$ cat src/rtl/core/bb3_ram.sv
// Generic simple dual-port RAM: one write port, one read port with registered data.
// No dependencies.
module bb3_ram #(
  parameter int unsigned WIDTH = 8,
  parameter int unsigned DEPTH = 256
) (
  input  logic                     clk_i,
  input  logic                     we_i,
  input  logic [$clog2(DEPTH)-1:0] waddr_i,
  input  logic [WIDTH-1:0]         wdata_i,
  input  logic                     re_i,
  input  logic [$clog2(DEPTH)-1:0] raddr_i,
  output logic [WIDTH-1:0]         rdata_o
);

  logic [WIDTH-1:0] mem_q [DEPTH];
  logic [WIDTH-1:0] rdata_q;

  always_ff @(posedge clk_i) begin
    if (we_i) begin
      mem_q[waddr_i] <= wdata_i;
    end
    if (re_i) begin
      rdata_q <= mem_q[raddr_i];
    end
  end

  assign rdata_o = rdata_q;

endmodule

$ cat config.mk
export PLATFORM = sky130hd
export DESIGN_NAME = bb3_ram
export DESIGN_NICKNAME = d
export VERILOG_FILES = /design/src/rtl/core/bb3_ram.sv
export SDC_FILE = /design/constraint.sdc
export NUM_CORES = 2
export LEC_CHECK = 0
export BUFFER_PORTS_ARGS = -buffer_cell sky130_fd_sc_hd__buf_4
export CAP_MARGIN = 20
export CORE_AREA = 2 2 450 452
export CTS_CLUSTER_DIAMETER = 100
export DETAILED_ROUTE_END_ITERATION = 8
export DIE_AREA = 0 0 452 454
export PLACE_DENSITY = 0.51
export REMOVE_ABC_BUFFERS = 1
export SETUP_SLACK_MARGIN = 0.3
export SLEW_MARGIN = 10
export SYNTH_ARGS = -nofsm -noshare
export SYNTH_HDL_FRONTEND = slang
export SYNTH_SLANG_ARGS = --single-unit
$ cat constraint.sdc
create_clock -name clk_i -period 3 [get_ports clk_i]
set_input_delay 0.75 -clock clk_i [delete_from_list [all_inputs] [get_ports clk_i]]
set_output_delay 0.75 -clock clk_i [all_outputs]
set_load 0.1 [all_outputs]
After elaboration in Yosys (flattened, before gate mapping). Memories as Yosys holds them, arrays and structs flattened. A register that Yosys moved wholly into a read port is not among the register bits. Cells that the tools add are included.

Add/subtract/negate cells: 0. $mul: 0. Div/mod/pow operators: 0. $lt $le $gt $ge: 0. Equal/unequal tests: 0. Shift operators: 0. Mux-type cells: 2. Bitwise operators: 0. Reductions and logical operators: 0.

Operator list (count): $mux W1 (2).

Register bits: 0. Bits in latches: 0. Bits in writable memories: 2048. Bits in read-only memories: 0. Input port bits: 27. Output and inout port bits: 8. Logic and storage cells: 3. Memories kept: 1.

Memories: mem_q (words 256, width 8, read ports 1, clocked after Yosys merged registers in 1, wr ports 1, RTL line 16) `logic [WIDTH-1:0] mem_q [DEPTH];`.

Depth between registers and ports, before layout.
Depth after elaboration: 2. Depth in mapped cells: 11.

Worst setup path before layout. Ideal clock, no wire load.

Path type: input-to-reg. Start point: input raddr_i[0]. End point: register rdata_q[2] (netlist: rdata_o[2]), read port of mem_q, data pin. Library setup time: 0.269 ns. Data arrival time: 2.557 ns. Data required time: 2.731 ns. Setup slack: 0.174 ns. Stages on the path: 9. Cells stage by stage: buf_6 -> buf_12 -> buf_8 -> buf_2 -> mux4_2 -> a22oi_1 -> a21oi_1 -> nor4_1 -> nor4_2.

RTL lines: from (decl) (RTL line 12) `input logic [$clog2(DEPTH)-1:0] raddr_i,`; to (decl) (RTL line 17) `logic [WIDTH-1:0] rdata_q;`.

==> out/results.txt <==
Outcome = finished, final reports clean
First-pass GRT wire length = 307 mm
Share of layout cells above drive strength 1 = 0.340
WL/cell = 29.3 um
Synth area leaders = edfxtp_1 78%, mux4_2 13%, mux2i_1 1.7%
Synth cell types = 54
CP peak stage delay = 0.52 ns
Setup-failing EPs final = 0
Global placer's final weighted congestion = 0.819
Vias in the first global route = 40800
Crit path DAT = 3.30 ns
Port Buffers = 34
Max VDD drop = 526 uV
Clock Path Buffers = 3
Rows = 165
Layout Utilization = 0.477
Clock transition at the registers of the reported paths = 0.06 ns
Mean Syn Cell Area = 21.3 sq um
Finished Cell Area = 95800 sq um
Root Driver = clkbuf_16
WP data required = 3.58 ns
Die X = 452 um
Remaining DRCs = 0
IO Pins = 35
TritonCTS clock tree = yes
Critical path launch point type = primary input
Total wire length = 216 mm
Drt first pass iters = 5
RSZ-0062 raised after global routing = true
Pwr/cell area = 630 nW/um^2
Clock skew = 0.0240 ns
DP Area = 88700 sq um
Crit-path leading delay family = multiplexers
Most common cell on crit path = buf_16
Grt ovf = 0
WP buf/inv = 4
Sink Count = 2056
CP Class = primary input to flop
H-tree Lvls = 4
Hpwl dp = 141 mm
Num CTS Buffers = 208
Pin count of the biggest net entering global routing = 85
Worst Max-Slew Pin Slew = 0.917 ns
Die Span Y = 454 um
Initial antenna violation count = 7
Count of final hold-check violations = 0
Peak Freq = 367 MHz
Final net count = 4529
Synth top area share = 0.775
Slew Viols, Final = 0
Seq cells post-synth = 2056
Worst-Skew Late Latency = 0.85 ns
Seq/Total Area, Yosys = 0.775
Slew HR = 0.389
Synth Flop Type = edfxtp_1
All-layer global routing usage = 0.210
Max-cap violations = 0
Fin Hold WS = 0.273 ns
Initial core utilization = 0.396
Filler cell count in the final layout = 16608
CP Max Fanout = 13
Vias/cell = 5.52
Ys async rst share = 0
Post-route ant nets = 0
1st-iter DRT viols = 4476
Via count = 40625
Area grow syn2layout = 20.3%
DIE AREA = 205000 sq um
CP cell instances = buf_16 > buf_16 > buf_16 > mux4_2 > mux4_2 > nor2b_1 > nor4_4 > buf_4 > nor4_2
Worst Hold Class = primary input to flop
CORE AREA = 201000 sq um
Crit-path slowest cell = nor4_4
Post-layout min period = 2.72 ns
Synth Cell Area = 79600 sq um
Area leader, netlist = edfxtp_1
Mapped Cells = 3733
Critical path capture point type = flop
Post-synth EDFFs = 2056
P_leak = 31.0 nW
Final Cycle Share = 0.908
Ys Warns = 0
## path summary, 6_finish.rpt
path	from	to	slack, ns	cells after the start
hold / removal	re_i	rdata_o[3]$_DFFE_PP_	0.27	1
setup / recovery	raddr_i[0]	rdata_o[0]$_DFFE_PP_	0.28	9
setup reg to reg	mem_q[87][0]$_DFFE_PP_	rdata_o[0]$_DFFE_PP_	0.43	6
hold reg to reg	mem_q[40][3]$_DFFE_PP_	rdata_o[3]$_DFFE_PP_	1.23	7
## cells in the mapped netlist (all sizes together), types with 8 or more instances
library cell,count
a22oi,133
o221ai,47
edfxtp,2056
nor4,27
nand3,34
o21ai,12
mux2i,134
nor3,22
nand2,33
a21oi,96
o22ai,28
clkbuf,111
buf,122
nand4,10
nor2,282
a211oi,16
nand2b,8
nor2b,31
a22o,8
mux4,456
a221oi,14
o211ai,10
## registers in the layout, indices dropped and copies added (netlist names)
| register | flops |
|---|---|
| mem_q | 2048 |
| rdata_o | 8 |
## layer usage
layer | up-vias | share of wire | GRT usage
met5 | - | 0 | 0
met1 | 21839 | 0.44 | 0.306
met2 | 1265 | 0.48 | 0.338
met3 | 235 | 0.056 | 0.0305
met4 | 0 | 0.017 | 0.0424
li1 | 17286 | - | -
## area by class of cell
cell class,count,area [sq um],area share
tap,2672,3340,0.0349
multi-input combinational,1442,16800,0.175
clock inverter,142,1210,0.0126
antenna,3,7.51,0.0000784
timing repair buffer,792,7330,0.0766
clock buffer,245,5370,0.0560
inverter,2,7.51,0.0000784
sequential,2056,61700,0.645
## placed cells by master, fill, tap and decap left out, types with 42 or more instances in the layout
cell,count
edfxtp_1,2056
buf_4,678
mux4_2,454
nor2_1,279
clkbuf_16,210
mux2i_1,134
a22oi_1,131
a21oi_1,96
buf_12,95
clkinv_1,66
clkinv_2,42
## power by group
| group | leakage (nW) | switching, mW | internal, mW |
|---|---|---|---|
| registers | 18.5 | 0.0356 | 31.7 |
| clock network | 3.22 | 11.0 | 14.1 |
| logic | 9.32 | 2.15 | 1.45 |
## metrics by stage
step | setup TNS (ns) | worst slack, ns | total power, mW | cells
final | 0 | 0.276 | 60.4 | 7354
after global routing | 0 | 0.275 | 62.2 | 7352
after CTS | 0 | 0.271 | 60.9 | 7343
after detailed placement | -7.61 | -1.23 | 35.9 | 6944
after global placement | -7.90 | -1.54 | 35.9 | 6944
after floorplan | -1.64 | -0.243 | 33.5 | 3500
## timing repair
action,4_1_cts,5_1_grt
buffers inserted,12,7
hold buffers,0,0
gates cloned,0,1
gates resized for setup,29,19
pin swaps,4,6
endpoints found under the setup margin,7,8
endpoints found under the hold margin,0,0
## cell families after synthesis
family          after synthesis  synth area share
simple gates                466            0.0263
compound gates              385            0.0342
buf+inv                     235            0.0183
mux                         591             0.146
flops                      2056             0.775
No activity file was read; power rests on OpenSTA's default activity.
